<file path="src/sv/obstacle_corridor_decision_top_defines.svh">
// Assertion macros for the obstacle corridor decision block.
`ifndef OBSTACLE_CORRIDOR_DECISION_TOP_DEFINES_SVH
`define OBSTACLE_CORRIDOR_DECISION_TOP_DEFINES_SVH
`ifndef NO_ASSERTIONS
`define OCC_ASSERT_NOW(lbl, pre, post, msg) \
    lbl: assert property (@(posedge clk) disable iff (!rst_n) (pre) |-> (post)) \
        else $error(msg);
`define OCC_ASSERT_NEXT(lbl, pre, post, msg) \
    lbl: assert property (@(posedge clk) disable iff (!rst_n) (pre) |=> (post)) \
        else $error(msg);
`else
`define OCC_ASSERT_NOW(lbl, pre, post, msg)
`define OCC_ASSERT_NEXT(lbl, pre, post, msg)
`endif
`endif

</file>
<file path="src/sv/occ_pkg.sv">
// Shared types, constants and tables of the obstacle corridor decision block.
`default_nettype none
package occ_pkg;
    localparam int OCC_QUEUE_DEPTH = 2;
    localparam int CFG_INDEX_W = 2;
    localparam logic [CFG_INDEX_W-1:0] REG_SAFETY = 2'd0;
    localparam logic [CFG_INDEX_W-1:0] REG_EMERGENCY = 2'd1;
    localparam logic [15:0] SAFETY_RESET = 16'd1280;
    localparam logic [15:0] EMERGENCY_RESET = 16'd512;
    localparam logic [17:0] MIN_LOOK = 18'd2560;
    localparam logic [9:0] HALF_CORRIDOR = 10'd512;
    localparam logic [31:0] PI_Q30 = 32'hC90FDAA2;
    localparam logic [30:0] ONE_Q30 = 31'h40000000;
    localparam logic [1:0] DEC_FOLLOW = 2'd0;
    localparam logic [1:0] DEC_REPLAN = 2'd1;
    localparam logic [1:0] DEC_STOP = 2'd2;
    localparam logic [1:0] DEC_ESTOP = 2'd3;

    typedef struct packed {
        logic signed [24:0] dx;
        logic signed [24:0] dy;
        logic [15:0] heading;
        logic [15:0] length;
        logic present;
        logic [17:0] look;
        logic path;
        logic last;
    } occ_item_t;

    typedef struct packed {
        logic empty;
        logic full;
    } occ_qstat_t;

    typedef struct packed {
        logic busy;
        logic pop;
    } occ_bstat_t;

    function automatic logic [5:0] div_const(input logic [2:0] k);
        logic [5:0] d;
        case (k)
            3'd0: d = 6'd42;
            3'd1: d = 6'd20;
            3'd2: d = 6'd6;
            3'd3: d = 6'd56;
            3'd4: d = 6'd30;
            default: d = 6'd12;
        endcase
        return d;
    endfunction

    function automatic logic [31:0] div_recip(input logic [2:0] k);
        logic [31:0] m;
        case (k)
            3'd0: m = 32'd102261126;
            3'd1: m = 32'd214748364;
            3'd2: m = 32'd715827882;
            3'd3: m = 32'd76695844;
            3'd4: m = 32'd143165576;
            default: m = 32'd357913941;
        endcase
        return m;
    endfunction
endpackage
`default_nettype wire

</file>
<file path="src/sv/occ_if.sv">
// Channel interfaces: object items, decisions and register writes.
`default_nettype none
interface occ_in_if;
    logic valid;
    logic ready;
    logic signed [23:0] object_x;
    logic signed [23:0] object_y;
    logic [15:0] object_length;
    logic object_present;
    logic signed [23:0] vehicle_x;
    logic signed [23:0] vehicle_y;
    logic signed [15:0] vehicle_heading;
    logic [15:0] vehicle_speed;
    logic path_available;
    logic frame_last;
    modport source (output valid, object_x, object_y, object_length, object_present,
        vehicle_x, vehicle_y, vehicle_heading, vehicle_speed, path_available,
        frame_last, input ready);
    modport sink (input valid, object_x, object_y, object_length, object_present,
        vehicle_x, vehicle_y, vehicle_heading, vehicle_speed, path_available,
        frame_last, output ready);
endinterface

`default_nettype wire

</file>
<file path="src/sv/occ_front.sv">
// Front end: accepts object requests and forms relative position and look-ahead.
`default_nettype none
module occ_front
    import occ_pkg::*;
(
    occ_in_if.sink items,
    input  occ_qstat_t qstat,
    output logic push,
    output occ_item_t entry
);
    logic [17:0] speed3;

    assign speed3 = {2'b00, items.vehicle_speed} + {1'b0, items.vehicle_speed, 1'b0};
    assign items.ready = !qstat.full;
    assign push = items.valid && !qstat.full;

    always_comb
    begin
        entry.dx = {items.object_x[23], items.object_x}
            - {items.vehicle_x[23], items.vehicle_x};
        entry.dy = {items.object_y[23], items.object_y}
            - {items.vehicle_y[23], items.vehicle_y};
        entry.heading = items.vehicle_heading;
        entry.length = items.object_length;
        entry.present = items.object_present;
        entry.look = (speed3 < MIN_LOOK) ? MIN_LOOK : speed3;
        entry.path = items.path_available;
        entry.last = items.frame_last;
    end
endmodule
`default_nettype wire

</file>
<file path="src/flat_wrapper.sv">
// flat-port wrapper written by rule: the top's interface ports become plain ports
module occ_front_flat import occ_pkg::*;
  (qstat, push, entry, items_valid, items_object_x, items_object_y, items_object_length, items_object_present, items_vehicle_x, items_vehicle_y, items_vehicle_heading, items_vehicle_speed, items_path_available, items_frame_last, items_ready);
  occ_in_if items_i ();
  input  occ_qstat_t qstat;
  output logic push;
  output occ_item_t entry;
  input wire logic [$bits(items_i.valid)-1:0] items_valid;
  input wire logic [$bits(items_i.object_x)-1:0] items_object_x;
  input wire logic [$bits(items_i.object_y)-1:0] items_object_y;
  input wire logic [$bits(items_i.object_length)-1:0] items_object_length;
  input wire logic [$bits(items_i.object_present)-1:0] items_object_present;
  input wire logic [$bits(items_i.vehicle_x)-1:0] items_vehicle_x;
  input wire logic [$bits(items_i.vehicle_y)-1:0] items_vehicle_y;
  input wire logic [$bits(items_i.vehicle_heading)-1:0] items_vehicle_heading;
  input wire logic [$bits(items_i.vehicle_speed)-1:0] items_vehicle_speed;
  input wire logic [$bits(items_i.path_available)-1:0] items_path_available;
  input wire logic [$bits(items_i.frame_last)-1:0] items_frame_last;
  output wire logic [$bits(items_i.ready)-1:0] items_ready;
  assign items_i.valid = items_valid;
  assign items_i.object_x = items_object_x;
  assign items_i.object_y = items_object_y;
  assign items_i.object_length = items_object_length;
  assign items_i.object_present = items_object_present;
  assign items_i.vehicle_x = items_vehicle_x;
  assign items_i.vehicle_y = items_vehicle_y;
  assign items_i.vehicle_heading = items_vehicle_heading;
  assign items_i.vehicle_speed = items_vehicle_speed;
  assign items_i.path_available = items_path_available;
  assign items_i.frame_last = items_frame_last;
  assign items_ready = items_i.ready;
  occ_front u_core (.items(items_i), .qstat(qstat), .push(push), .entry(entry));
endmodule
</file>
<file path="config.mk">
export PLATFORM = sky130hd
export DESIGN_NAME = occ_front_flat
export DESIGN_NICKNAME = d
export VERILOG_FILES = /design/src/sv/obstacle_corridor_decision_top_defines.svh /design/src/sv/occ_pkg.sv /design/src/sv/occ_if.sv /design/src/sv/occ_front.sv /design/src/flat_wrapper.sv
export SDC_FILE = /design/constraint.sdc
export NUM_CORES = 1
export LEC_CHECK = 0
export BUFFER_PORTS_ARGS = -buffer_cell sky130_fd_sc_hd__buf_2
export CELL_PAD_IN_SITES_DETAIL_PLACEMENT = 1
export CELL_PAD_IN_SITES_GLOBAL_PLACEMENT = 2
export CORE_ASPECT_RATIO = 1.2
export CORE_MARGIN = 5
export CORE_UTILIZATION = 23
export DETAILED_ROUTE_END_ITERATION = 10
export GPL_TIMING_DRIVEN = 0
export PLACE_DENSITY_LB_ADDON = 0.2
export SYNTH_ARGS = -nofsm -noshare
export SYNTH_HDL_FRONTEND = slang
export SYNTH_SLANG_ARGS = --single-unit
</file>
<file path="constraint.sdc">
create_clock -name vclk -period 9.3
set_input_delay 1.86 -clock vclk [all_inputs]
set_output_delay 1.86 -clock vclk [all_outputs]
set_load 0.005 [all_outputs]
</file>
==> results.md, run 1 <==
* Fin Hold WS at 3.89 ns
* Max FO, Critical Path at 10
* HP Class: in2out
* PnR worst setup slack at 2.71 ns
* IO buf count at 219
* Area Overhead vs Synth at 37.8%
* Initial antenna violation count at 3
* Worst EP required at 7.44 ns
* Seq cells at 0
* Vias in the first global route at 4,615
* Largest net degree at the start of global routing at 11
* Die H at 147 um
* Post-route ant nets at 0
* Total die area at 18,200 sq um
* Mapped Cells at 509
* Slew Viols, Final at 0
* Syn Nets at 727
* Arrival @ worst endpoint at 4.73 ns
* Commonest non-fill, non-tap cell in the layout: buf_2
* Final Hold Fails at 0
* F_max at 0.152 GHz
* Vias at 4,298
* Remaining Overflow, GRT at 0
* Final setup vio count at 0
* Crit. End Element: output pin
* Post-Place Setup Slack at 2.70 ns
* First-pass GRT wire length at 20,500 um
* Initial core utilization at 0.232
* Register area at 0 sq um
* Top Layer Used: met5
* Most frequent cells in the layout: buf_2, inv_1, ha_1, xnor2_1
* Total track usage at 0.129
* CORE AREA at 15,500 sq um
* Yosys warns at 0
* Cell Pwr Density at 71.1 nW/um^2
* Mapped Area at 3590 sq um
* Count of cell types in the netlist at 55
* Status: finished, final reports clean
* Chip width at 124 um
* Crit path kind: in2out
* Sequential area share after synthesis at 0
* Post-DP HPWL at 11,800 um
* Worst-Margin Slew at 0.633 ns
* Setup TNS at 0 ns
* Clock buf count at 0
* Placer Congestion at 0.821
* Met3 wire length at 1140 um
* LEAKAGE at 2.78 nW
* 1st-iter DRT viols at 66
* RSZ-0062 raised after global routing: no
* Post-layout min period at 6.59 ns
* Routed WL at 12,600 um
* Vias per inst at 4.59
* Metal2 WL at 6540 um
* Nets at 948
* Final period util at 0.708
* Top cell type by total area after synthesis: ha_1
* IO Pins at 255
* Avg Inst Size Synth at 7.05 sq um
* Row cnt at 50
* Hold_buf cts at 0
* WL met1 at 4840 um
* Resized cells post-CTS at 0
* Top-area cell type share of the netlist area at 0.227
* TritonRoute pass-1 iters at 4
* DRC at 0
* Slew margin rel. at 0.567
* Startpoint Class: input pin
* Maxcap violations at 0
* # diodes at 0
* Setup repair bufs after CTS at 0
* Share of post-route cells with drive strength above 1 at 0.367
* Area contributors post-synth: ha_1, xnor2_1, inv_1
* Worst IR Drop VDD at 22.3 uV
* Routed WL per cell at 13.5 um
==> stage by stage <==
| step | cells | utilization | total power, W | instance area, sq um |
|---|---|---|---|---|
| floorplan | 509 | - | 0.000218 | 3590 |
| global route | 936 | 0.320 | 0.000398 | 4950 |
| finish | 936 | 0.320 | 0.000352 | 4950 |
| CTS | 936 | 0.320 | 0.000360 | 4950 |
| global placement | 936 | 0.320 | 0.000353 | 4950 |
| detailed placement | 936 | 0.320 | 0.000358 | 4950 |
==> cell families (layout without fill, tap and decap cells) <==
group,count (synthesis),in the layout,share of synthesized area
buf+inv,111,330,0.154
simple gates,128,128,0.181
compound gates,150,150,0.296
fa+ha+maj,68,68,0.243
xor+xnor,52,52,0.127
==> report_power, final <==
part           switching (W)  total [W]  leakage, nW  internal, W
logic               0.000176   0.000352         2.78     0.000176
clock network              0          0            0            0
registers                  0          0            0            0
==> metal layers <==
metal / up-vias / GRT usage
met1: 1959 / 0.144
met3: 12 / 0.0339
li1: 2189 / -
met5: - / 0
met2: 132 / 0.253
met4: 6 / 0.00548
==> cells in the mapped netlist, types with 2 or more instances <==
master,instances
nor4_1,2
nand3_1,10
a21o_1,19
a211oi_1,3
buf_4,36
a21boi_0,2
nor3_1,5
and3_1,5
a31oi_1,7
a2111oi_0,2
o21bai_1,9
nor2b_1,11
nand2_1,24
o21ai_1,2
o21ai_0,18
or2_2,2
o211ai_1,2
ha_1,65
nor2_1,36
fa_1,3
clkbuf_1,2
a31o_2,2
o22ai_1,2
a21oi_1,36
o31ai_1,4
xnor2_1,39
nand4_1,4
o211a_1,3
and2_1,11
xor2_1,13
o21a_1,16
a22oi_1,3
inv_1,73
o31a_1,2
o311ai_0,2
nand2b_1,9
or3_1,3
a221oi_2,2
o2111ai_1,4
==> critical path, cell delays in order <==
cell	delay, ns
buf_2	0.10
ha_1	0.21
inv_1	0.07
fa_1	0.40
nor2b_1	0.27
o31ai_4	0.10
a31o_2	0.27
a21oi_1	0.26
o21ai_0	0.16
a221oi_2	0.28
nand4bb_1	0.21
buf_4	0.22
and3_1	0.18
buf_2	0.12
==> area by class of cell <==
class | count | area, sq um
Inverter | 73 | 274
Timing Repair Buffer | 219 | 1100
Multi-Input combinational cell | 398 | 3040
Fill cell | 2045 | 10500
Buffer | 38 | 278
Tap cell | 208 | 260
==> worst paths after layout <==
path | from | to | slack [ns] | cells past startpoint
max | items_vehicle_speed[1] | entry[7] | 2.71 | 14
min | items_object_length[1] | entry[22] | 3.89 | 2
Power figures use the tool's default switching activity.
==> inputs of run 2 (changes only) <==
- ABC_AREA: not set -> 1
- CORE_UTILIZATION: 23 -> 19
- clock period: 9.3 -> 5.96 ns (I/O delays scaled with it)
==> run 2 against run 1 <==
Against the previous run: sequential share of layout area unchanged; synthesized area up 17%; critical path type unchanged; design area increased by 14%; largest power group unchanged; global-route usage is essentially flat.
==> results.md, run 2 <==
* Yosys warns at 0
* Post-route ant nets at 0
* Final period util at 0.780
* Routed WL at 17,100 um
* Most instantiated cells after synthesis: nand2_1, inv_1, ha_1
* Count of cell types in the netlist at 32
* Vias per inst at 4.24
* TritonRoute pass-1 iters at 4
* Initial core utilization at 0.193
* Setup repair bufs after CTS at 0
* Chip width at 146 um
* Status: finished, final reports clean
* Setup TNS at 0 ns
* Slew margin rel. at 0.508
* Startpoint Class: input pin
* Row cnt at 59
* Cell Pwr Density at 109 nW/um^2
* # diodes at 0
* First-pass GRT wire length at 28,100 um
* Share of post-route cells with drive strength above 1 at 0.281
* Clock buf count at 0
* Final Cell Area at 5640 sq um
* Worst EP required at 4.77 ns
* Avg Inst Size Synth at 5.57 sq um
* Largest net degree at the start of global routing at 11
* Fillers at 2,935
* Maxcap violations at 0
* HP Class: in2out
* Register area at 0 sq um
* Mapped Cells at 754
* Initial antenna violation count at 0
* CORE AREA at 21,700 sq um
* Sequential area share after synthesis at 0
* 1st-iter DRT viols at 112
* Crit path kind: in2out
* Arrival @ worst endpoint at 3.46 ns
* Routed WL per cell at 13.7 um
* Hold_buf cts at 0
* Commonest non-fill, non-tap cell in the layout: buf_2
* Post-DP HPWL at 16,000 um
* Final Hold Fails at 0
* Post-layout min period at 4.65 ns
* Vias in the first global route at 5,627
* Total die area at 25,200 sq um
* IO buf count at 219
* RSZ-0062 raised after global routing: no
* Total track usage at 0.129
* DRC at 0
* Leading cell type by number of instances after synthesis: nand2_1
* IO Pins at 255
* LEAKAGE at 3.37 nW
* Remaining Overflow, GRT at 0
* Area Overhead vs Synth at 34.3%
* Slew Viols, Final at 0
* Worst IR Drop VDD at 45.4 uV
* Placer Congestion at 0.784
* Most frequent cells in the layout: buf_2, nand2_1, inv_1, ha_1, a21oi_1
* Mapped Area at 4200 sq um
* Die H at 173 um
* Top cell type by total area after synthesis: ha_1
* Final setup vio count at 0
* Top-area cell type share of the netlist area at 0.194
* Worst-Margin Slew at 0.730 ns
* Syn Nets at 972
* Resized cells post-CTS at 0
* Vias at 5,286
* F_max at 0.215 GHz
* Nets at 1,193
* Crit. End Element: output pin
* Area contributors post-synth: ha_1, nand2_1, inv_1
* Seq cells at 0
* Fin Hold WS at 2.55 ns
* Post-DP Area at 5640 sq um
* Max FO, Critical Path at 10
-- run 2: report_power, final --
group          switching [W]  internal, W
clock                      0            0
combinational       0.000350     0.000263
sequential                 0            0
-- run 2: area by class of cell --
class | count | area [sq um] | area share
multi-input combinational | 574 | 3390 | 0.602
buffer | 35 | 263 | 0.0466
inverter | 145 | 544 | 0.0965
tap | 274 | 343 | 0.0608
timing repair buffer | 219 | 1100 | 0.194
-- run 2: routing by layer --
metal	share of wire	wire length, um	global-route usage	vias to the layer above
li1	-	-	-	2804
met3	0.056	955	0.0207	4
met1	0.40	6850	0.146	2347
met2	0.54	9240	0.262	131
met5	0	0	0	-
met4	0.0039	66	0.00389	0
-- run 2: cell families after synthesis --
logic type	count (synthesis)	share of synthesized area
xor gates and xnor gates	48	0.100
adders and majority gates	68	0.208
and+or+nand+nor	342	0.347
buffers and inverters	180	0.192
AOI/OAI and AO/OA	116	0.152
-- run 2: stage by stage --
step | total power [W] | cells | setup slack, ns | utilization
floorplan | 0.000369 | 754 | 1.98 | -
global placement | 0.000631 | 1247 | 1.23 | 0.260
detailed placement | 0.000630 | 1247 | 1.24 | 0.260
CTS | 0.000634 | 1247 | 1.23 | 0.260
global route | 0.000701 | 1247 | 1.09 | 0.260
finish | 0.000613 | 1247 | 1.31 | 0.260
-- run 2: worst max-delay path: stages --
cell and delay, ns:
buf_2 0.11, ha_1 0.22, inv_1 0.07, fa_1 0.41, inv_1 0.10, nand3_1 0.08, nand2_2 0.14, nand2_1 0.06
nand2_1 0.12, nand2_1 0.10, nand2_1 0.08, nand2_1 0.04, nand2_1 0.13, nand3_4 0.12, nor2_4 0.27, nor2_1 0.07
buf_2 0.13
-- run 2: final timing paths --
check,start,to,slack [ns],cells past startpoint
hold / removal,items_object_length[15],entry[36],2.55,2
setup / recovery,items_vehicle_speed[1],entry[3],1.31,17
