[config.mk]
export PLATFORM = sky130hd
export DESIGN_NAME = occ_queue
export DESIGN_NICKNAME = d
export VERILOG_FILES = /design/src/sv/obstacle_corridor_decision_top_defines.svh /design/src/sv/occ_pkg.sv /design/src/sv/occ_queue.sv
export SDC_FILE = /design/constraint.sdc
export NUM_CORES = 1
export LEC_CHECK = 0
export ABC_AREA = 1
export BUFFER_PORTS_ARGS = -buffer_cell sky130_fd_sc_hd__buf_4
export CAP_MARGIN = 40
export CORE_ASPECT_RATIO = 1.75
export CORE_MARGIN = 2
export CORE_UTILIZATION = 43
export CTS_CLUSTER_SIZE = 40
export DETAILED_ROUTE_END_ITERATION = 10
export MAX_ROUTING_LAYER = met4
export PLACE_DENSITY_LB_ADDON = 0.12
export REMOVE_ABC_BUFFERS = 1
export SLEW_MARGIN = 0
export SYNTH_ARGS = -nofsm -noshare
export SYNTH_HDL_FRONTEND = slang
export SYNTH_SLANG_ARGS = --single-unit
export TNS_END_PERCENT = 5
[constraint.sdc]
create_clock -name clk -period 7.6 [get_ports clk]
set_clock_uncertainty 0.05 [all_clocks]
set_input_delay 0 -clock clk [delete_from_list [all_inputs] [get_ports clk]]
set_output_delay 0 -clock clk [all_outputs]
set_load 0.02 [all_outputs]
[src/sv/obstacle_corridor_decision_top_defines.svh]
// Assertion macros for the obstacle corridor decision block.
`ifndef OBSTACLE_CORRIDOR_DECISION_TOP_DEFINES_SVH
`define OBSTACLE_CORRIDOR_DECISION_TOP_DEFINES_SVH
`ifndef NO_ASSERTIONS
`define OCC_ASSERT_NOW(lbl, pre, post, msg) \
    lbl: assert property (@(posedge clk) disable iff (!rst_n) (pre) |-> (post)) \
        else $error(msg);
`define OCC_ASSERT_NEXT(lbl, pre, post, msg) \
    lbl: assert property (@(posedge clk) disable iff (!rst_n) (pre) |=> (post)) \
        else $error(msg);
`else
`define OCC_ASSERT_NOW(lbl, pre, post, msg)
`define OCC_ASSERT_NEXT(lbl, pre, post, msg)
`endif
`endif

[src/sv/occ_pkg.sv]
// Shared types, constants and tables of the obstacle corridor decision block.
`default_nettype none
package occ_pkg;
    localparam int OCC_QUEUE_DEPTH = 2;
    localparam int CFG_INDEX_W = 2;
    localparam logic [CFG_INDEX_W-1:0] REG_SAFETY = 2'd0;
    localparam logic [CFG_INDEX_W-1:0] REG_EMERGENCY = 2'd1;
    localparam logic [15:0] SAFETY_RESET = 16'd1280;
    localparam logic [15:0] EMERGENCY_RESET = 16'd512;
    localparam logic [17:0] MIN_LOOK = 18'd2560;
    localparam logic [9:0] HALF_CORRIDOR = 10'd512;
    localparam logic [31:0] PI_Q30 = 32'hC90FDAA2;
    localparam logic [30:0] ONE_Q30 = 31'h40000000;
    localparam logic [1:0] DEC_FOLLOW = 2'd0;
    localparam logic [1:0] DEC_REPLAN = 2'd1;
    localparam logic [1:0] DEC_STOP = 2'd2;
    localparam logic [1:0] DEC_ESTOP = 2'd3;

    typedef struct packed {
        logic signed [24:0] dx;
        logic signed [24:0] dy;
        logic [15:0] heading;
        logic [15:0] length;
        logic present;
        logic [17:0] look;
        logic path;
        logic last;
    } occ_item_t;

    typedef struct packed {
        logic empty;
        logic full;
    } occ_qstat_t;

    typedef struct packed {
        logic busy;
        logic pop;
    } occ_bstat_t;

    function automatic logic [5:0] div_const(input logic [2:0] k);
        logic [5:0] d;
        case (k)
            3'd0: d = 6'd42;
            3'd1: d = 6'd20;
            3'd2: d = 6'd6;
            3'd3: d = 6'd56;
            3'd4: d = 6'd30;
            default: d = 6'd12;
        endcase
        return d;
    endfunction

    function automatic logic [31:0] div_recip(input logic [2:0] k);
        logic [31:0] m;
        case (k)
            3'd0: m = 32'd102261126;
            3'd1: m = 32'd214748364;
            3'd2: m = 32'd715827882;
            3'd3: m = 32'd76695844;
            3'd4: m = 32'd143165576;
            default: m = 32'd357913941;
        endcase
        return m;
    endfunction
endpackage
`default_nettype wire

[src/sv/occ_queue.sv]
// Short request queue between the front end and the geometry engine.
`default_nettype none
module occ_queue
    import occ_pkg::*;
#(
    parameter int DEPTH = OCC_QUEUE_DEPTH
)
(
    input  logic clk,
    input  logic rst_n,
    input  logic push,
    input  occ_item_t push_data,
    input  logic pop,
    output occ_item_t head,
    output occ_qstat_t stat
);
    localparam int PW = $clog2(DEPTH);
    localparam int CW = $clog2(DEPTH + 1);
    localparam logic [PW-1:0] LAST_PTR = PW'(DEPTH - 1);
    localparam logic [CW-1:0] FULL_COUNT = CW'(DEPTH);

    occ_item_t entries [DEPTH];
    logic [PW-1:0] wr_ptr_reg, wr_ptr_next, rd_ptr_reg, rd_ptr_next;
    logic [CW-1:0] count_reg, count_next;

    always_comb
    begin
        wr_ptr_next = wr_ptr_reg;
        rd_ptr_next = rd_ptr_reg;
        count_next = count_reg;
        if (push)
        begin
            wr_ptr_next = (wr_ptr_reg == LAST_PTR) ? '0 : wr_ptr_reg + 1'b1;
        end
        if (pop)
        begin
            rd_ptr_next = (rd_ptr_reg == LAST_PTR) ? '0 : rd_ptr_reg + 1'b1;
        end
        if (push && !pop)
        begin
            count_next = count_reg + 1'b1;
        end
        else if (pop && !push)
        begin
            count_next = count_reg - 1'b1;
        end
    end

    always_ff @(posedge clk or negedge rst_n)
    begin
        if (!rst_n)
        begin
            wr_ptr_reg <= '0;
            rd_ptr_reg <= '0;
            count_reg <= '0;
        end
        else
        begin
            wr_ptr_reg <= wr_ptr_next;
            rd_ptr_reg <= rd_ptr_next;
            count_reg <= count_next;
        end
    end

    always_ff @(posedge clk)
    begin
        if (push)
        begin
            entries[wr_ptr_reg] <= push_data;
        end
    end

    assign head = entries[rd_ptr_reg];
    assign stat.empty = (count_reg == '0);
    assign stat.full = (count_reg == FULL_COUNT);
endmodule
`default_nettype wire

==> results of run 1 <==
## cells in the final DEF, fill, tap and decap left out, types with 2 or more instances in the layout
cell           count
mux2_2            43
bufinv_16          2
buf_4            215
clkbuf_16         21
clkinv_2           4
mux2_4            60
dlygate4sd3_1    107
nand2_1            5
clkinv_1           3
nor2_1             2
xor2_1             2
inv_1              6
edfxtp_1         206
dfrtp_1            3
clkbuf_1           3
## layer usage
| layer | vias to the layer above | GRT usage | wire [um] |
|---|---|---|---|
| met3 | 33 | 0.0306 | 855 |
| met4 | 0 | 0.0595 | 431 |
| met5 | - | - | 0 |
| li1 | 2025 | - | - |
| met2 | 137 | 0.289 | 8510 |
| met1 | 2162 | 0.174 | 5850 |
## cell type report
cell class	instances	area (sq um)	share of cell area
Sequential cell	210	6290	0.549
Timing Repair Buffer	323	2710	0.237
Multi-Input combinational cell	117	1470	0.129
Clock buffer	24	537	0.0469
Tap cell	234	293	0.0256
Clock inverter	11	115	0.0101
Inverter	7	28.8	0.00251
Antenna cell	1	2.50	0.000219
## cell families (layout without fill, tap and decap cells)
family | Yosys count | in the layout
flip-flops | 210 | 210
multiplexers | 103 | 103
buffers and inverters | 19 | 365
AND/OR/NAND/NOR | 10 | 10
XOR/XNOR | 3 | 3
adder cells (fa/ha/maj) | 1 | 1
other | 0 | 1
## what timing repair did
action                    CTS  global route
hold endpoints to repair  214             0
hold buffers              107             0
setup buffers               0             0
## final timing paths
path,from,to,slack (ps),cells after the start
setup / recovery,rd_ptr_reg$_DFFE_PN0P_,head[100],4830,4
max in group asynchronous,rst_n,rd_ptr_reg$_DFFE_PN0P_,6930,3
hold / removal,push_data[24],entries[0][24]$_DFFE_PP_,190,2
min in group asynchronous,rst_n,rd_ptr_reg$_DFFE_PN0P_,380,3
setup reg to reg,wr_ptr_reg$_DFFE_PN0P_,entries[0][79]$_DFFE_PP_,5320,3
hold reg to reg,count_reg[1]$_DFFE_PN0P_,count_reg[1]$_DFFE_PN0P_,470,2
## power groups by stage
stage / clock network, uW / registers [uW] / logic (uW)
floorplan: 0 / 1720 / 882
global placement: 0 / 1690 / 1370
detailed placement: 0 / 1650 / 1440
CTS: 1000 / 1630 / 1490
global route: 1050 / 1650 / 1560
finish: 976 / 1620 / 1470
## stage by stage
| stage | setup slack, ps | utilization | hold WS, ps | total power [uW] |
|---|---|---|---|---|
| 3_5_place_dp | 5270 | 0.541 | -251 | 3090 |
| 2_1_floorplan | 2280 | - | -346 | 2610 |
| 6_report | 4830 | 0.637 | 192 | 4070 |
| 5_1_grt | 4670 | 0.637 | 182 | 4250 |
| 3_3_place_gp | 5100 | 0.540 | -252 | 3060 |
| 4_1_cts | 4770 | 0.637 | 171 | 4120 |
==> metrics.yaml, run 1 <==
outcome:
  outcome: "finished clean"
placed_design:
  place_inst: 784
  dpl-instance-area_sq_um: 9730
  port_buffers: 211
  dp_hpwl_um: 9600
  gp_congestion: 0.754
global_routing:
  grt_max_degree: 54
  grt_antenna_before_repair: 1
  grt_use_total: 0.160
  first_global_vias: 4695
  grt_pass1_wl_um: 23700
  grt.overflow.total: 0
cells_and_area:
  fin_area_sq_um: 11500
  final_cells: 927
  layout.nets: 787
  largest_register_ffs: 206
  drive_above_1_share: 0.507
  fillers: 1292
  area_growth_pct: 45.1
worst_setup_path:
  arrival_ps: 2720
  crit_top_cell: "buf_4"
  path_max_fanout: 45
  slowest_stage: "dfrtp_4"
  cp_num_buf_inv: 3
  end_kind: "primary output"
  cp_top_family: "buffers and inverters"
  worstPathCellList: "buf_16, buf_4, mux2_2, buf_4"
  max_stage_delay_ps: 670
  worstPathRequired_ps: 7550
  path_class: "flip-flop to primary output"
  start_kind: "flip-flop"
synth:
  ys_seq_area_frac: 0.797
  yosys_warnings: 0
  synthAdderAreaFrac: 0.00159
  synth_top_cell_by_area: "edfxtp_1"
  yosys.area.top_type_share: 0.784
  synthMuxAreaShare: 0.176
  async_flop_share: 0.0190
  yosys.area_share.simple: 0.00523
  synth_edf_count: 206
  syn-cell-area_sq_um: 7890
  ys_ff_latch: 210
  synthTopCellsByCount: "206 x edfxtp_1, 60 x mux2_4, 43 x mux2_2"
  synth.most_common_cell: "edfxtp_1"
  synth_compound_area_frac: 0
  synth_top_family_by_area: "multiplexers"
  synthTopCellsByArea: "edfxtp_1 78%, mux2_4 11%, mux2_2 6.1%"
  synthFlopType: "edfxtp_1"
  postSynthAreaPerCell_sq_um: 22.8
  synthesis.instances: 346
  synth_cell_types: 15
  synth_xor_area_frac: 0.00333
sta:
  worst_pin_slew_ps: 734
  fin_crit_sh: 0.364
  fin_tns_setup_ps: 0
  rsz0062_at_grt: "false"
  slew_headroom: 0.511
  fmax_mhz: 362
  setup_viol_count_final: 0
  finalMaxSlewViolations: 0
  final-hold-violation-count: 0
  min_period_ps: 2770
hold_path:
  hold_path_class: "input port to flip-flop"
clock_tree:
  clock_latency_ps: 470
  clockRootBuffer: "clkbuf_16"
  numClockSinks: 210
  clk_path_buf_depth: 3
  clk_pin_slew_worst_paths_ps: 60
  cts_tree: "built"
  htree_num_levels: 1
  cts_buffers: 20
  postCtsResizedCells: 0
die:
  die_y_um: 183
  num_rows: 65
  die-area_sq_um: 19500
  core_sq_um: 18000
  initial_core_util: 0.439
  dieWidth_um: 106
  ios: 212
detailed_routing:
  routed_via_density: 4.70
  antenna_left: 0
  vias: 4357
  wl_per_cell_um: 16.9
  dr.pass1.iters: 4
  drcViolationCount: 0
  drt_iter0_markers: 148
  routed_wl_um: 15600
power:
  p_sw_uw: 1230
  p_seq_frac: 0.399
  p_comb_frac: 0.361
  p_sw_frac: 0.304
  power_frac_clock: 0.240
  power.density_nw_per_um2: 355
  p_int_uw: 2830
  ir_drop_mv: 0.279
  leakage_uw: 0.00453
job:
  maxCapViolations: 0
Note: power is estimated with default switching activity, not from simulation.
==> inputs of run 2 (changes only) <==
==> constraint.sdc (replaced) <==
create_clock -name clk -period 2.5 [get_ports clk]
set_clock_uncertainty 0.05 [all_clocks]
set_input_delay 0 -clock clk [delete_from_list [all_inputs] [get_ports clk]]
set_output_delay 0 -clock clk [all_outputs]
set_load 0.02 [all_outputs]
==> run 2 against run 1 <==
Against the previous run: flip-flop and latch count did not move; sequential power rose to 3.0 times the previous value; final cell count fell by 0.32%; clock power rose to 3.1 times the previous value; design area rose by 0.34%; wire length rose by 1.4%; non-clock buffer count did not move; clock-buffer cell count rose by 1; combinational power rose to 3.1 times the previous value; register-to-register slack got worse by 4300 ps; first-iteration DRC count rose by 16%; critical path type unchanged; critical endpoint is now head[91]; largest cell class unchanged; highest routed layer unchanged.
==> metrics.yaml, run 2 (same netlist as run 1, synthesis figures left out) <==
die:
  ios: 212
  core_sq_um: 18000
  initial_core_util: 0.439
  dieWidth_um: 106
  num_rows: 65
  die-area_sq_um: 19500
  die_y_um: 183
global_routing:
  grt.overflow.total: 0
  grt_antenna_before_repair: 0
  grt_use_total: 0.163
  grt_max_degree: 104
  first_global_vias: 4701
  grt_pass1_wl_um: 23900
clock_tree:
  htree_num_levels: 1
  clk_pin_slew_worst_paths_ps: 60
  numClockSinks: 210
  cts_tree: "built"
  postCtsResizedCells: 0
  clockRootBuffer: "clkbuf_16"
  clk_path_buf_depth: 3
  cts_buffers: 20
  postCtsSetupRepairBufs: 0
  clock_latency_ps: 480
cells_and_area:
  drive_above_1_share: 0.503
  layout.nets: 787
  area_growth_pct: 45.6
  layout_common_cells: "211 x buf_4, 206 x edfxtp_1, 107 x dlygate4sd3_1"
  largest_register_ffs: 206
  final_common_cell: "buf_4"
  final_cells: 924
  fin_area_sq_um: 11500
  num_antenna_cells: 0
detailed_routing:
  wl_met1_um: 5400
  routed_via_density: 4.70
  routed.top_layer: "met4"
  wl_per_cell_um: 17.2
  wl_met3_um: 895
  antenna_left: 0
  drt_iter0_markers: 172
  dr.pass1.iters: 4
  routed_wl_um: 15900
  drcViolationCount: 0
  vias: 4341
  met2WireLength_um: 9050
placed_design:
  gp_congestion: 0.720
  dpl-instance-area_sq_um: 9770
  port_buffers: 211
  dp_hpwl_um: 9720
  place_inst: 784
job:
  maxCapViolations: 0
hold_path:
  hold_path_class: "input port to flip-flop"
  hp-start: "push_data[47]"
  whs_endpoint: "entries[1][47]$_DFFE_PP_"
  min_path_cells: 2
sta:
  setup_viol_count_final: 0
  min_period_ps: 1900
  final-hold-violation-count: 0
  fmax_mhz: 527
  slew_headroom: 0.613
  finalMaxSlewViolations: 0
  rsz0062_at_grt: "false"
  fin_crit_sh: 0.758
  worst_pin_slew_ps: 580
worst_setup_path:
  slowest_stage: "dfrtp_4"
  path_max_fanout: 56
  rr_endpoint: "entries[1][94]$_DFFE_PP_"
  end_kind: "primary output"
  r2r_slack_ps: 980
  path_class: "flip-flop to primary output"
  worstPathCellList: "buf_12, mux2_2, buf_4"
  max_stage_delay_ps: 440
  rr_startpoint: "wr_ptr_reg$_DFFE_PN0P_"
  reg2reg_depth: 3
  start_kind: "flip-flop"
  worstPathRequired_ps: 2450
  arrival_ps: 1850
power:
  p_sw_uw: 3730
  power_frac_clock: 0.242
  p_sw_frac: 0.299
  p_comb_frac: 0.368
  p_int_uw: 8730
  leakage_uw: 0.00454
  power.density_nw_per_um2: 1080
  ir_drop_mv: 0.916
  p_seq_frac: 0.390
outcome:
  outcome: "finished clean"
run 2: routing by layer:
layer | track usage | vias to the layer above
li1 | - | 2016
met1 | 0.163 | 2143
met2 | 0.306 | 147
met5 | - | -
met4 | 0.0637 | 0
met3 | 0.0316 | 35
run 2: what timing repair did:
item                       CTS  global route
hold endpoints to repair   214             0
hold buffers               107             0
setup endpoints to repair    0             0
run 2: worst max path at each step:
stage,start,end,slack [ps],depth (start not counted)
final,rd_ptr_reg$_DFFE_PN0P_,head[91],600,3
after global routing,rd_ptr_reg$_DFFE_PN0P_,head[91],530,3
after CTS,rd_ptr_reg$_DFFE_PN0P_,head[2],580,3
after detailed placement,wr_ptr_reg$_DFFE_PN0P_,entries[1][0]$_DFFE_PP_,980,3
after global placement,wr_ptr_reg$_DFFE_PN0P_,entries[1][57]$_DFFE_PP_,990,3
after floorplan,wr_ptr_reg$_DFFE_PN0P_,entries[0][0]$_DFFE_PP_,-2820,1
run 2: per-stage QoR:
stage | hold slack [ps] | power [uW] | worst slack (ps) | util | setup TNS [ps]
floorplan | -346 | 7610 | -2820 | - | -464320
global placement | -250 | 9380 | 990 | 0.543 | 0
detailed placement | -246 | 9450 | 978 | 0.543 | 0
CTS | 169 | 12600 | 580 | 0.639 | 0
global route | 188 | 13000 | 535 | 0.639 | 0
finish | 192 | 12500 | 604 | 0.639 | 0
run 2: worst max-delay path: cells and delay by family, from the launching register on:
kind	cells	cell delay, ps
buffers and inverters	2	490
flip-flops	1	440
multiplexers	1	390
run 2: area by class of cell:
class / count / area (sq um)
fillers: 1314 / 6480
inverters: 7 / 28.8
well taps: 234 / 293
flip-flops and latches: 210 / 6290
multi-input cells: 117 / 1470
clock buffers: 25 / 541
repair buffers: 323 / 2760
clock inverters: 8 / 110
run 2: power groups by stage:
| stage | Combinational (uW) | Sequential [uW] | Clock [uW] |
|---|---|---|---|
| CTS | 4680 | 4860 | 3100 |
| detailed placement | 4520 | 4940 | 0 |
| finish | 4590 | 4850 | 3020 |
| floorplan | 2410 | 5190 | 0 |
| global route | 4860 | 4910 | 3220 |
| global placement | 4490 | 4890 | 0 |
==> inputs of run 3 (changes only) <==
==> constraint.sdc (replaced) <==
create_clock -name clk -period 1.6 [get_ports clk]
set_clock_uncertainty 0.05 [all_clocks]
set_input_delay 0 -clock clk [delete_from_list [all_inputs] [get_ports clk]]
set_output_delay 0 -clock clk [all_outputs]
set_load 0.02 [all_outputs]
==> run 3 against run 2 <==
Against the previous run: combinational power grew 79%; final cell count grew 0.87%; clock-buffer cell count is the same; non-clock buffer count grew 6; hold slack lost 1.8 ps; flip-flop and latch count is the same; the flow now finishes with violations (negative setup slack); first-iteration DRC count grew 37%; total power grew 62%; critical path type unchanged; setup slack lost 820 ps; global-route usage grew 0.91 points; clock power grew 46%; register-to-register slack lost 740 ps.
==> metrics.yaml, run 3 (same netlist as run 1, synthesis figures left out) <==
power:
  leakage_uw: 0.00474
  p_comb_frac: 0.406
  power.density_nw_per_um2: 1700
  p_sw_frac: 0.302
  p_sw_uw: 6110
  power_frac_clock: 0.218
  ir_drop_mv: 1.09
  p_int_uw: 14100
  p_seq_frac: 0.377
die:
  die_y_um: 183
  ios: 212
  initial_core_util: 0.439
  core_sq_um: 18000
  dieWidth_um: 106
  num_rows: 65
  die-area_sq_um: 19500
detailed_routing:
  dr.pass1.iters: 4
  wl_per_cell_um: 17.8
  drt_iter0_markers: 235
  antenna_left: 0
  drcViolationCount: 0
  vias: 4373
  routed_via_density: 4.69
  routed_wl_um: 16600
global_routing:
  grt_antenna_before_repair: 2
  grt_max_degree: 40
  grt-busiest-layer: "met2"
  grt.overflow.total: 0
  grt_use_met2: 0.320
  gr-usage-met1: 0.175
  grt_use_total: 0.172
  met3_usage: 0.0281
  grt_pass1_wl_um: 24900
  first_global_vias: 4832
cells_and_area:
  fillers: 1193
  area_growth_pct: 50.9
  regArea_sq_um: 6290
  final_common_cell: "edfxtp_1"
  layout_common_cells: "206 x edfxtp_1, 136 x buf_4, 107 x dlygate4sd3_1"
  multi_input_area_sq_um: 1540
  layout.nets: 793
  largest_register_ffs: 206
  final_cells: 932
  drive_above_1_share: 0.509
outcome:
  outcome: "complete, but fails checks"
  violations: "negative setup slack"
placed_design:
  place_inst: 790
  port_buffers: 211
  dp_hpwl_um: 10700
  gp_congestion: 0.757
hold_path:
  min_path_cells: 2
  hold_path_class: "input port to flip-flop"
  hp-start: "push_data[88]"
  whs_endpoint: "entries[0][88]$_DFFE_PP_"
sta:
  fin_ws_ps: -218
  final-hold-violation-count: 0
  rsz0062_at_grt: "true"
  fmax_mhz: 550
  min_period_ps: 1820
  finalMaxSlewViolations: 0
  worst_pin_slew_ps: 253
  slew_headroom: 0.832
  fin_crit_sh: 1.14
  fin_hold_ws_ps: 190
  setup_viol_count_final: 103
clock_tree:
  cts_buffers: 20
  clk_pin_slew_worst_paths_ps: 60
  htree_num_levels: 1
  cts_tree: "built"
  clockRootBuffer: "clkbuf_16"
  clk_path_buf_depth: 3
  numClockSinks: 210
  clock_latency_ps: 480
worst_setup_path:
  worstPathRequired_ps: 1550
  reg2reg_depth: 3
  rr_startpoint: "wr_ptr_reg$_DFFE_PN0P_"
  end_kind: "primary output"
  rr_endpoint: "entries[1][78]$_DFFE_PP_"
  arrival_ps: 1770
  path_class: "flip-flop to primary output"
  start_kind: "flip-flop"
  r2r_slack_ps: 240
  path_max_fanout: 28
job:
  maxCapViolations: 0
[run 3: cell count changes in the layout (fill, tap and decap cells not counted), moves of 2 or more]
cell and change:
clkinv_2 +2, mux2_2 -17, bufinv_16 -2, buf_4 -75, buf_12 +5, diode_2 +2
mux2_4 +17, buf_6 +76
[run 3: worst max path at each step]
stage | start | to | slack [ps] | cells past startpoint
2_1_floorplan | wr_ptr_reg$_DFFE_PN0P_ | entries[0][0]$_DFFE_PP_ | -3720 | 1
3_3_place_gp | wr_ptr_reg$_DFFE_PN0P_ | entries[1][78]$_DFFE_PP_ | 250 | 3
3_5_place_dp | wr_ptr_reg$_DFFE_PN0P_ | entries[1][78]$_DFFE_PP_ | 210 | 3
4_1_cts | rd_ptr_reg$_DFFE_PN0P_ | head[86] | -240 | 3
5_1_grt | rd_ptr_reg$_DFFE_PN0P_ | head[15] | -280 | 3
6_report | rd_ptr_reg$_DFFE_PN0P_ | head[83] | -220 | 3
[run 3: power groups by stage]
stage / combinational [uW] / sequential, uW / clock, uW
CTS: 8150 / 7610 / 4560
floorplan: 2840 / 7830 / 0
finish: 8200 / 7610 / 4410
global placement: 7210 / 7670 / 0
detailed placement: 7270 / 7730 / 0
global route: 8650 / 7700 / 4740
[run 3: through the flow]
step	setup TNS, ps	util	total power, uW	worst slack, ps	instance area, sq um
after detailed placement	0	0.549	15000	211	9880
after floorplan	-743320	-	10700	-3720	7780
after global routing	-20490	0.662	21100	-278	11900
after CTS	-18180	0.659	20300	-239	11800
final	-15150	0.662	20200	-218	11900
after global placement	0	0.549	14900	253	9880
[run 3: timing repair]
action | CTS | global route
buffers inserted | 0 | 0
hold buffers | 107 | 0
resized for setup | 76 | 17
setup endpoints to repair | 103 | 103
hold endpoints to repair | 214 | 0
[run 3: critical path, stage by stage, from the launching register on]
cell	delay, ps
dfrtp_4	490
buf_12	240
mux2_2	370
buf_4	160
[run 3: final cells by class]
cell class                 instances  area share
multi-input combinational        117       0.129
tap                              234      0.0246
clock inverter                     8     0.00536
antenna                            2    0.000420
clock buffer                      25      0.0454
sequential                       210       0.528
timing repair buffer             329       0.264
inverter                           7     0.00242
[run 3: routing by layer]
layer / share of wire / routed length, um
met1: 0.36 / 6020
met2: 0.56 / 9230
met3: 0.048 / 788
met4: 0.032 / 534
met5: 0 / 0
