## src/sv/obstacle_corridor_decision_top_defines.svh

```systemverilog
// Assertion macros for the obstacle corridor decision block.
`ifndef OBSTACLE_CORRIDOR_DECISION_TOP_DEFINES_SVH
`define OBSTACLE_CORRIDOR_DECISION_TOP_DEFINES_SVH
`ifndef NO_ASSERTIONS
`define OCC_ASSERT_NOW(lbl, pre, post, msg) \
    lbl: assert property (@(posedge clk) disable iff (!rst_n) (pre) |-> (post)) \
        else $error(msg);
`define OCC_ASSERT_NEXT(lbl, pre, post, msg) \
    lbl: assert property (@(posedge clk) disable iff (!rst_n) (pre) |=> (post)) \
        else $error(msg);
`else
`define OCC_ASSERT_NOW(lbl, pre, post, msg)
`define OCC_ASSERT_NEXT(lbl, pre, post, msg)
`endif
`endif

```

## src/sv/occ_pkg.sv

```systemverilog
// Shared types, constants and tables of the obstacle corridor decision block.
`default_nettype none
package occ_pkg;
    localparam int OCC_QUEUE_DEPTH = 2;
    localparam int CFG_INDEX_W = 2;
    localparam logic [CFG_INDEX_W-1:0] REG_SAFETY = 2'd0;
    localparam logic [CFG_INDEX_W-1:0] REG_EMERGENCY = 2'd1;
    localparam logic [15:0] SAFETY_RESET = 16'd1280;
    localparam logic [15:0] EMERGENCY_RESET = 16'd512;
    localparam logic [17:0] MIN_LOOK = 18'd2560;
    localparam logic [9:0] HALF_CORRIDOR = 10'd512;
    localparam logic [31:0] PI_Q30 = 32'hC90FDAA2;
    localparam logic [30:0] ONE_Q30 = 31'h40000000;
    localparam logic [1:0] DEC_FOLLOW = 2'd0;
    localparam logic [1:0] DEC_REPLAN = 2'd1;
    localparam logic [1:0] DEC_STOP = 2'd2;
    localparam logic [1:0] DEC_ESTOP = 2'd3;

    typedef struct packed {
        logic signed [24:0] dx;
        logic signed [24:0] dy;
        logic [15:0] heading;
        logic [15:0] length;
        logic present;
        logic [17:0] look;
        logic path;
        logic last;
    } occ_item_t;

    typedef struct packed {
        logic empty;
        logic full;
    } occ_qstat_t;

    typedef struct packed {
        logic busy;
        logic pop;
    } occ_bstat_t;

    function automatic logic [5:0] div_const(input logic [2:0] k);
        logic [5:0] d;
        case (k)
            3'd0: d = 6'd42;
            3'd1: d = 6'd20;
            3'd2: d = 6'd6;
            3'd3: d = 6'd56;
            3'd4: d = 6'd30;
            default: d = 6'd12;
        endcase
        return d;
    endfunction

    function automatic logic [31:0] div_recip(input logic [2:0] k);
        logic [31:0] m;
        case (k)
            3'd0: m = 32'd102261126;
            3'd1: m = 32'd214748364;
            3'd2: m = 32'd715827882;
            3'd3: m = 32'd76695844;
            3'd4: m = 32'd143165576;
            default: m = 32'd357913941;
        endcase
        return m;
    endfunction
endpackage
`default_nettype wire

```

## src/sv/occ_if.sv

```systemverilog
// Channel interfaces: object items, decisions and register writes.
`default_nettype none


interface occ_out_if;
    logic valid;
    logic ready;
    logic [1:0] decision;
    logic obstacle_ahead;
    logic signed [23:0] nearest_distance;
    modport source (output valid, decision, obstacle_ahead, nearest_distance, input ready);
    modport sink (input valid, decision, obstacle_ahead, nearest_distance, output ready);
endinterface

`default_nettype wire

```

## src/sv/occ_back.sv

```systemverilog
// Geometry engine: sine and cosine, rotation, range and the frame decision.
`default_nettype none
module occ_back
    import occ_pkg::*;
(
    input  logic clk,
    input  logic rst_n,
    input  occ_item_t head,
    input  occ_qstat_t qstat,
    input  logic [15:0] safety,
    input  logic [15:0] emergency,
    output occ_bstat_t bstat,
    occ_out_if.source results
);
    localparam logic [4:0] ST_IDLE = 5'd0;
    localparam logic [4:0] ST_X = 5'd1;
    localparam logic [4:0] ST_X2M = 5'd2;
    localparam logic [4:0] ST_X2 = 5'd3;
    localparam logic [4:0] ST_DIVM = 5'd4;
    localparam logic [4:0] ST_DIVW = 5'd5;
    localparam logic [4:0] ST_PM = 5'd6;
    localparam logic [4:0] ST_PV = 5'd7;
    localparam logic [4:0] ST_SM = 5'd8;
    localparam logic [4:0] ST_S = 5'd9;
    localparam logic [4:0] ST_CM = 5'd10;
    localparam logic [4:0] ST_C = 5'd11;
    localparam logic [4:0] ST_R0 = 5'd12;
    localparam logic [4:0] ST_R1 = 5'd13;
    localparam logic [4:0] ST_R2 = 5'd14;
    localparam logic [4:0] ST_R3 = 5'd15;
    localparam logic [4:0] ST_R4 = 5'd16;
    localparam logic [4:0] ST_TEST = 5'd17;
    localparam logic [4:0] ST_D0 = 5'd18;
    localparam logic [4:0] ST_D1 = 5'd19;
    localparam logic [4:0] ST_D2 = 5'd20;
    localparam logic [4:0] ST_SQ = 5'd21;
    localparam logic [4:0] ST_FIN = 5'd22;
    localparam logic [2:0] K_SIN_LAST = 3'd2;
    localparam logic [2:0] K_COS_FIRST = 3'd3;
    localparam logic [2:0] K_COS_LAST = 3'd5;
    localparam logic [4:0] SQ_STEPS = 5'd19;
    localparam logic [39:0] SQ_FIRST_BIT = 40'd1 << 38;

    logic [4:0] state_reg, state_next;
    logic [2:0] k_reg, k_next;
    logic [4:0] cnt_reg, cnt_next;
    logic frame_start_reg, frame_start_next;
    logic found_reg, found_next;
    logic signed [24:0] min_reg, min_next;
    logic out_valid_reg, out_valid_next;
    logic hit_reg, hit_next;

    occ_item_t item_reg, item_next;
    logic neg_reg, neg_next;
    logic [1:0] quad_reg, quad_next;
    logic [29:0] x_reg, x_next, x2_reg, x2_next, v_reg, v_next, s_reg, s_next;
    logic [30:0] t_reg, t_next;
    logic signed [31:0] sn_reg, sn_next, cs_reg, cs_next;
    logic signed [65:0] mul_reg;
    logic signed [55:0] acc_reg, acc_next;
    logic signed [25:0] lx_reg, lx_next, ly_reg, ly_next;
    logic [39:0] n_reg, n_next, res_reg, res_next, bit_reg, bit_next;
    logic [1:0] dec_reg, dec_next;
    logic ahead_reg, ahead_next;
    logic [23:0] near_reg, near_next;

    logic signed [32:0] mul_a, mul_b;
    logic [15:0] hq_sum, r_val;
    logic [1:0] hq;
    logic [13:0] m_val;
    logic [29:0] q0, q_val;
    logic [35:0] qd, rem;
    logic [5:0] dconst;
    logic [30:0] c_val;
    logic signed [31:0] ss, cc;
    logic signed [55:0] rsum;
    logic [37:0] d2;
    logic [39:0] trial;
    logic signed [22:0] diff;
    logic signed [24:0] obj_dist, base_min, new_min;
    logic base_found, new_found;
    logic signed [25:0] aly;

    assign hq_sum = head.heading + 16'd8192;
    assign hq = hq_sum[15:14];
    assign r_val = head.heading - {hq, 14'd0};
    assign m_val = r_val[15] ? 14'(-r_val) : r_val[13:0];

    always_comb
    begin
        mul_a = '0;
        mul_b = '0;
        case (state_reg)
            ST_IDLE:
            begin
                mul_a = {19'd0, m_val};
                mul_b = {1'b0, PI_Q30};
            end
            ST_X2M:
            begin
                mul_a = {3'd0, x_reg};
                mul_b = {3'd0, x_reg};
            end
            ST_DIVM:
            begin
                mul_a = {3'd0, v_reg};
                mul_b = {1'b0, div_recip(k_reg)};
            end
            ST_PM, ST_CM:
            begin
                mul_a = {3'd0, x2_reg};
                mul_b = {2'd0, t_reg};
            end
            ST_SM:
            begin
                mul_a = {3'd0, x_reg};
                mul_b = {2'd0, t_reg};
            end
            ST_R0:
            begin
                mul_a = {{8{item_reg.dx[24]}}, item_reg.dx};
                mul_b = {cs_reg[31], cs_reg};
            end
            ST_R1:
            begin
                mul_a = {{8{item_reg.dy[24]}}, item_reg.dy};
                mul_b = {sn_reg[31], sn_reg};
            end
            ST_R2:
            begin
                mul_a = {{8{item_reg.dy[24]}}, item_reg.dy};
                mul_b = {cs_reg[31], cs_reg};
            end
            ST_R3:
            begin
                mul_a = {{8{item_reg.dx[24]}}, item_reg.dx};
                mul_b = {sn_reg[31], sn_reg};
            end
            ST_D0:
            begin
                mul_a = {{7{lx_reg[25]}}, lx_reg};
                mul_b = {{7{lx_reg[25]}}, lx_reg};
            end
            ST_D1:
            begin
                mul_a = {{7{ly_reg[25]}}, ly_reg};
                mul_b = {{7{ly_reg[25]}}, ly_reg};
            end
            default:
            begin
                mul_a = '0;
                mul_b = '0;
            end
        endcase
    end

    always_comb
    begin
        dconst = div_const(k_reg);
        q0 = mul_reg[61:32];
        qd = q0 * dconst;
        rem = {6'd0, v_reg} - qd;
        q_val = q0 + {29'd0, (rem >= {30'd0, dconst})};
        c_val = ONE_Q30 - {2'd0, mul_reg[59:31]};
        ss = neg_reg ? -$signed({2'b00, s_reg}) : $signed({2'b00, s_reg});
        cc = $signed({1'b0, c_val});
        rsum = (state_reg == ST_R2) ? (acc_reg + mul_reg[55:0])
                                    : (acc_reg - mul_reg[55:0]);
        rsum = rsum + 56'sd536870912;
        d2 = acc_reg[37:0] + mul_reg[37:0];
        trial = res_reg + bit_reg;
        aly = ly_reg[25] ? -ly_reg : ly_reg;
        diff = $signed({2'b00, res_reg[20:0]}) - $signed({7'd0, item_reg.length});
        obj_dist = 25'(diff >>> 1);
        base_found = frame_start_reg ? 1'b0 : found_reg;
        base_min = frame_start_reg ? $signed({7'd0, item_reg.look}) : min_reg;
        new_found = base_found || hit_reg;
        new_min = (hit_reg && (obj_dist < base_min)) ? obj_dist : base_min;
    end

    always_comb
    begin
        state_next = state_reg;
        k_next = k_reg;
        cnt_next = cnt_reg;
        frame_start_next = frame_start_reg;
        found_next = found_reg;
        min_next = min_reg;
        out_valid_next = out_valid_reg && !results.ready;
        hit_next = hit_reg;
        item_next = item_reg;
        neg_next = neg_reg;
        quad_next = quad_reg;
        x_next = x_reg;
        x2_next = x2_reg;
        v_next = v_reg;
        s_next = s_reg;
        t_next = t_reg;
        sn_next = sn_reg;
        cs_next = cs_reg;
        acc_next = acc_reg;
        lx_next = lx_reg;
        ly_next = ly_reg;
        n_next = n_reg;
        res_next = res_reg;
        bit_next = bit_reg;
        dec_next = dec_reg;
        ahead_next = ahead_reg;
        near_next = near_reg;
        bstat.pop = 1'b0;
        bstat.busy = (state_reg != ST_IDLE);
        case (state_reg)
            ST_IDLE:
            begin
                if (!qstat.empty)
                begin
                    bstat.pop = 1'b1;
                    item_next = head;
                    neg_next = r_val[15];
                    quad_next = hq;
                    hit_next = 1'b0;
                    state_next = head.present ? ST_X : ST_FIN;
                end
            end
            ST_X:
            begin
                x_next = mul_reg[44:15];
                state_next = ST_X2M;
            end
            ST_X2M:
            begin
                state_next = ST_X2;
            end
            ST_X2:
            begin
                x2_next = mul_reg[59:30];
                v_next = mul_reg[59:30];
                k_next = '0;
                state_next = ST_DIVM;
            end
            ST_DIVM:
            begin
                state_next = ST_DIVW;
            end
            ST_DIVW:
            begin
                t_next = ONE_Q30 - {1'b0, q_val};
                if (k_reg == K_SIN_LAST)
                begin
                    state_next = ST_SM;
                end
                else if (k_reg == K_COS_LAST)
                begin
                    state_next = ST_CM;
                end
                else
                begin
                    state_next = ST_PM;
                end
            end
            ST_PM:
            begin
                state_next = ST_PV;
            end
            ST_PV:
            begin
                v_next = mul_reg[59:30];
                k_next = k_reg + 1'b1;
                state_next = ST_DIVM;
            end
            ST_SM:
            begin
                state_next = ST_S;
            end
            ST_S:
            begin
                s_next = mul_reg[59:30];
                v_next = x2_reg;
                k_next = K_COS_FIRST;
                state_next = ST_DIVM;
            end
            ST_CM:
            begin
                state_next = ST_C;
            end
            ST_C:
            begin
                case (quad_reg)
                    2'd0:
                    begin
                        sn_next = ss;
                        cs_next = cc;
                    end
                    2'd1:
                    begin
                        sn_next = cc;
                        cs_next = -ss;
                    end
                    2'd2:
                    begin
                        sn_next = -ss;
                        cs_next = -cc;
                    end
                    default:
                    begin
                        sn_next = -cc;
                        cs_next = ss;
                    end
                endcase
                state_next = ST_R0;
            end
            ST_R0:
            begin
                state_next = ST_R1;
            end
            ST_R1:
            begin
                acc_next = mul_reg[55:0];
                state_next = ST_R2;
            end
            ST_R2:
            begin
                lx_next = rsum[55:30];
                state_next = ST_R3;
            end
            ST_R3:
            begin
                acc_next = mul_reg[55:0];
                state_next = ST_R4;
            end
            ST_R4:
            begin
                ly_next = rsum[55:30];
                state_next = ST_TEST;
            end
            ST_TEST:
            begin
                if (!lx_reg[25] && (lx_reg != '0) && (lx_reg < $signed({8'd0, item_reg.look}))
                    && (aly < $signed({16'd0, HALF_CORRIDOR})))
                begin
                    hit_next = 1'b1;
                    state_next = ST_D0;
                end
                else
                begin
                    state_next = ST_FIN;
                end
            end
            ST_D0:
            begin
                state_next = ST_D1;
            end
            ST_D1:
            begin
                acc_next = mul_reg[55:0];
                state_next = ST_D2;
            end
            ST_D2:
            begin
                n_next = {d2, 2'b00};
                res_next = '0;
                bit_next = SQ_FIRST_BIT;
                cnt_next = SQ_STEPS;
                state_next = ST_SQ;
            end
            ST_SQ:
            begin
                if (n_reg >= trial)
                begin
                    n_next = n_reg - trial;
                    res_next = (res_reg >> 1) + bit_reg;
                end
                else
                begin
                    res_next = res_reg >> 1;
                end
                bit_next = bit_reg >> 2;
                cnt_next = cnt_reg - 1'b1;
                if (cnt_reg == '0)
                begin
                    state_next = ST_FIN;
                end
            end
            ST_FIN:
            begin
                if (!item_reg.last)
                begin
                    frame_start_next = 1'b0;
                    found_next = new_found;
                    min_next = new_min;
                    state_next = ST_IDLE;
                end
                else if (!out_valid_reg || results.ready)
                begin
                    frame_start_next = 1'b1;
                    found_next = new_found;
                    min_next = new_min;
                    out_valid_next = 1'b1;
                    ahead_next = new_found;
                    near_next = new_min[23:0];
                    if (new_found && (new_min < $signed({9'd0, emergency})))
                    begin
                        dec_next = DEC_ESTOP;
                    end
                    else if (new_found && (new_min < $signed({9'd0, safety})))
                    begin
                        dec_next = DEC_STOP;
                    end
                    else if (item_reg.path)
                    begin
                        dec_next = new_found ? DEC_REPLAN : DEC_FOLLOW;
                    end
                    else
                    begin
                        dec_next = DEC_REPLAN;
                    end
                    state_next = ST_IDLE;
                end
            end
            default:
            begin
                state_next = ST_IDLE;
            end
        endcase
    end

    always_ff @(posedge clk or negedge rst_n)
    begin
        if (!rst_n)
        begin
            state_reg <= ST_IDLE;
            k_reg <= '0;
            cnt_reg <= '0;
            frame_start_reg <= 1'b1;
            found_reg <= 1'b0;
            min_reg <= '0;
            out_valid_reg <= 1'b0;
            hit_reg <= 1'b0;
        end
        else
        begin
            state_reg <= state_next;
            k_reg <= k_next;
            cnt_reg <= cnt_next;
            frame_start_reg <= frame_start_next;
            found_reg <= found_next;
            min_reg <= min_next;
            out_valid_reg <= out_valid_next;
            hit_reg <= hit_next;
        end
    end

    always_ff @(posedge clk)
    begin
        item_reg <= item_next;
        neg_reg <= neg_next;
        quad_reg <= quad_next;
        x_reg <= x_next;
        x2_reg <= x2_next;
        v_reg <= v_next;
        s_reg <= s_next;
        t_reg <= t_next;
        sn_reg <= sn_next;
        cs_reg <= cs_next;
        mul_reg <= mul_a * mul_b;
        acc_reg <= acc_next;
        lx_reg <= lx_next;
        ly_reg <= ly_next;
        n_reg <= n_next;
        res_reg <= res_next;
        bit_reg <= bit_next;
        dec_reg <= dec_next;
        ahead_reg <= ahead_next;
        near_reg <= near_next;
    end

    assign results.valid = out_valid_reg;
    assign results.decision = dec_reg;
    assign results.obstacle_ahead = ahead_reg;
    assign results.nearest_distance = near_reg;
endmodule
`default_nettype wire

```

## src/flat_wrapper.sv

```systemverilog
// flat-port wrapper written by rule: the top's interface ports become plain ports
module occ_back_flat import occ_pkg::*;
  (clk, rst_n, head, qstat, safety, emergency, bstat, results_valid, results_decision, results_obstacle_ahead, results_nearest_distance, results_ready);
  occ_out_if results_i ();
  input  logic clk;
  input  logic rst_n;
  input  occ_item_t head;
  input  occ_qstat_t qstat;
  input  logic [15:0] safety;
  input  logic [15:0] emergency;
  output occ_bstat_t bstat;
  output wire logic [$bits(results_i.valid)-1:0] results_valid;
  output wire logic [$bits(results_i.decision)-1:0] results_decision;
  output wire logic [$bits(results_i.obstacle_ahead)-1:0] results_obstacle_ahead;
  output wire logic [$bits(results_i.nearest_distance)-1:0] results_nearest_distance;
  input wire logic [$bits(results_i.ready)-1:0] results_ready;
  assign results_valid = results_i.valid;
  assign results_decision = results_i.decision;
  assign results_obstacle_ahead = results_i.obstacle_ahead;
  assign results_nearest_distance = results_i.nearest_distance;
  assign results_i.ready = results_ready;
  occ_back u_core (.clk(clk), .rst_n(rst_n), .head(head), .qstat(qstat), .safety(safety), .emergency(emergency), .bstat(bstat), .results(results_i));
endmodule
```

## config.mk

```make
export PLATFORM = sky130hd
export DESIGN_NAME = occ_back_flat
export DESIGN_NICKNAME = d
export VERILOG_FILES = /design/src/sv/obstacle_corridor_decision_top_defines.svh /design/src/sv/occ_pkg.sv /design/src/sv/occ_if.sv /design/src/sv/occ_back.sv /design/src/flat_wrapper.sv
export SDC_FILE = /design/constraint.sdc
export NUM_CORES = 2
export LEC_CHECK = 0
export ABC_AREA = 1
export CORE_MARGIN = 5
export CORE_UTILIZATION = 50
export CTS_CLUSTER_SIZE = 14
export DETAILED_ROUTE_END_ITERATION = 10
export DONT_BUFFER_PORTS = 1
export PLACE_DENSITY = 0.61
export SLEW_MARGIN = 25
export SYNTH_ARGS = -nofsm -noshare
export SYNTH_HDL_FRONTEND = slang
export SYNTH_SLANG_ARGS = --single-unit
```

## constraint.sdc

```tcl
create_clock -name clk -period 12.1 [get_ports clk]
set_input_delay 2.42 -clock clk [delete_from_list [all_inputs] [get_ports clk]]
set_output_delay 2.42 -clock clk [all_outputs]
set_load 0.01 [all_outputs]
```

==> metrics list <==
- Antenna Nets Post-Route: 0
- Cells after Synth: 10.1k
- Worst EP arrival: 12.17 ns
* Top cells by instance count after synthesis: 2150 x nand2_1, 1981 x inv_1, 1176 x fa_1
- Routed vias: 70.5k
- Number of antenna violations at the first check in global routing: 10
- Critical Path Start Type: flop
- From bottom edge to top edge, the die measures 421 um.
* Synth top area share: 27.8%
- Die width: 421 um
* Global-route wire length before repair: 447000 um
- Area growth, synth to finish: 7.62%
- Count of unique library cells instantiated by Yosys: 83
- In this run the cell area of the synthesized design comes to 0.0846 sq mm.
- Worst min-delay path class: reg2reg
- Status: complete, no violations
- Most heavily used metal layer in global routing: met2
- DP Wirelength: 247000 um
* Aggregate global-route resource usage: 33.4%
- Most numerous cell on the critical path: fa_1
- Most used standard cell by instance count after synthesis: nand2_1
* Headroom to the max-slew limit: 27.4%
- Portion of the post-synthesis area used by sequential elements: 21.8%
* Number of global-route vias before repair: 72.3k
- For the pin with the worst max-slew slack, the measured transition is 1.09 ns.
* Critical path's largest stage delay: 0.78 ns
* Buf/Inv on CP: 12
- The final number of hold-violating endpoints is 0.
- Post-layout min period: 11.55 ns
- For this configuration, the core starts out at a cell density of 50.1%.
* Final Cycle Share: 95.4%
- Pin placement for this block handled 170 I/O pins.
- Global-route met3 utilization: 6.05%
* DRC violations left: 0
* Number of vias per cell after detailed routing: 5.69
- Fraction of registers with async set or reset after synthesis: 6.53%
- Cell at the root of the clock tree: clkbuf_16
- The die covers 0.178 sq mm.
- Largest register FFs: 86
- After floorplanning, the core was sized to cover 0.169 sq mm.
- Post-DR wirelength/cell: 24.0 um
- For the worst setup path, the data required time is 12.72 ns.
- Routed WL: 298000 um
- Critical Path End Type: flop
- TritonCTS created 81 clock buffers.
- Library cell with the largest summed area after synthesis: fa_1
* Mapped Avg Cell Area: 8.40 sq um
- CTS built an H-tree with a depth of 3.
- Top area cells in the synthesized netlist: fa_1 28%, edfxtp_1 19%, nand2_1 9.5%
- Max-cap violations in this run came to 0.
- Maximum buffer depth of the clock tree: 3
- Synthesized Nets: 12.0k
- Layout cells sized above 1: 5.88%
* CTS clk-pin slew, worst paths: 0.06 ns
- Entering global routing, the biggest net connects 85 pins.
* Met2 routing resource usage after global routing: 55.1%
- Input/output buffers: 0
* Routability congestion estimate: 1.02
- CTS Sinks: 643
* Multi-input gate area in the final layout: 0.0574 sq mm
* Crit-path leading delay family: adder cells
* Filler instances: 15.9k
- Among all stages on the critical path, the largest delay is contributed by fa_1.
- The worst setup path is of the reg2reg kind.
- Of all nets on the critical path, the largest fanout is 30.
- The final layout contains 12.0k nets.
- After synthesis the netlist holds a flip-flop and latch count of 643.
* Detailed router's first-iteration violation count: 6470
* Clock latency at the later pin of the worst-skew pair: 0.74 ns
- Yosys warning total: 0
- First-pass DRT Iterations: 7
- Remaining Overflow, GRT: 0
* Cell Rows: 151
- TritonCTS built the clock tree.
* Setup violation total in the final timing report: 0
* Aggregate negative setup slack: 0 ns
- Combined flip-flop and latch cell area: 0.0185 sq mm
* Primary FF master, synth: edfxtp_1
- Final Skew: 0.0521 ns
* Final Slew Violations: 0
* Global routing usage on met1: 41.1%
- Setup repair after global routing left no endpoint under its margin.
- Number of synthesized flops with an enable pin: 539
* Peak Freq: 86.6 MHz
-- metrics by stage --
step                      instance area (sq um)  worst slack, ns  instances  utilization [%]  hold WS (ns)
after CTS                                 91000            0.285      12387             53.9         0.471
after detailed placement                  88300            0.152      12236             52.3         0.462
after global placement                    88300            0.178      12234             52.3         0.456
after global routing                      91100           0.0155      12394             53.9         0.471
after floorplan                           84600             1.49      10070                -         0.438
final                                     91100            0.552      12398             53.9         0.469
-- worst paths after layout --
kind / slack (ns) / to / cells after the start / startpoint
worst max register to register: 0.55 / u_core.mul_reg[61] / 37 / u_core.state_reg[4]
worst max-delay path: 0.55 / u_core.mul_reg[61] / 37 / u_core.state_reg[4]
min in group asynchronous: 1.38 / u_core.cnt_reg[0] / 0 / rst_n
max in group asynchronous: 10.50 / u_core.frame_start_reg / 0 / rst_n
worst min register to register: 0.47 / u_core.x2_reg[9] / 0 / u_core.mul_reg[39]
worst min-delay path: 0.47 / u_core.x2_reg[9] / 0 / u_core.mul_reg[39]
-- layout make-up --
cell class                 instances  share of cell area, %
inverter                        2036                   8.40
timing repair buffer             261                   2.22
multi-input combinational       7080                   63.1
clock buffer                      91                   2.30
sequential                       643                   20.3
tap                             2218                   3.05
antenna                            9                 0.0247
clock inverter                    60                  0.635
-- metal layers --
layer,vias up,part of all wire [%]
li1,31834,-
met1,34861,38
met2,3094,47
met3,728,8.0
met4,0,7.5
met5,-,0
-- cell families after synthesis --
kind of cell / after synthesis / share of synthesized area [%]
AOI/OAI and AO/OA: 1319 / 9.11
adders and majority gates: 1745 / 36.2
xor gates and xnor gates: 426 / 4.48
DFF: 643 / 21.8
and+or+nand+nor: 3588 / 17.8
muxes: 2 / 0.0251
buffers and inverters: 2347 / 10.5
-- repair_timing --
item,in CTS,in global routing
gates resized for setup,0,2
hold buffers,0,0
setup buffers,0,2
setup endpoints to repair,0,4
-- layout by cell type, fill, tap and decap left out, types with 41 or more instances in the layout --
master / instances
fa_1: 1176
ha_1: 569
dfxtp_1: 62
nor2_1: 783
clkbuf_16: 82
edfxtp_1: 539
nand3_1: 216
nor4_1: 52
o21ai_0: 406
xnor2_1: 113
inv_1: 1979
dfrtp_1: 41
nand2_1: 2149
xor2_1: 307
nand4_1: 100
a21oi_1: 466
a31oi_1: 50
buf_4: 255
nor3_1: 109
o22ai_1: 54
Power is left out: the tool's default activity adds up to more than one toggle a clock period on the data nets, which glitch-free logic cannot reach.
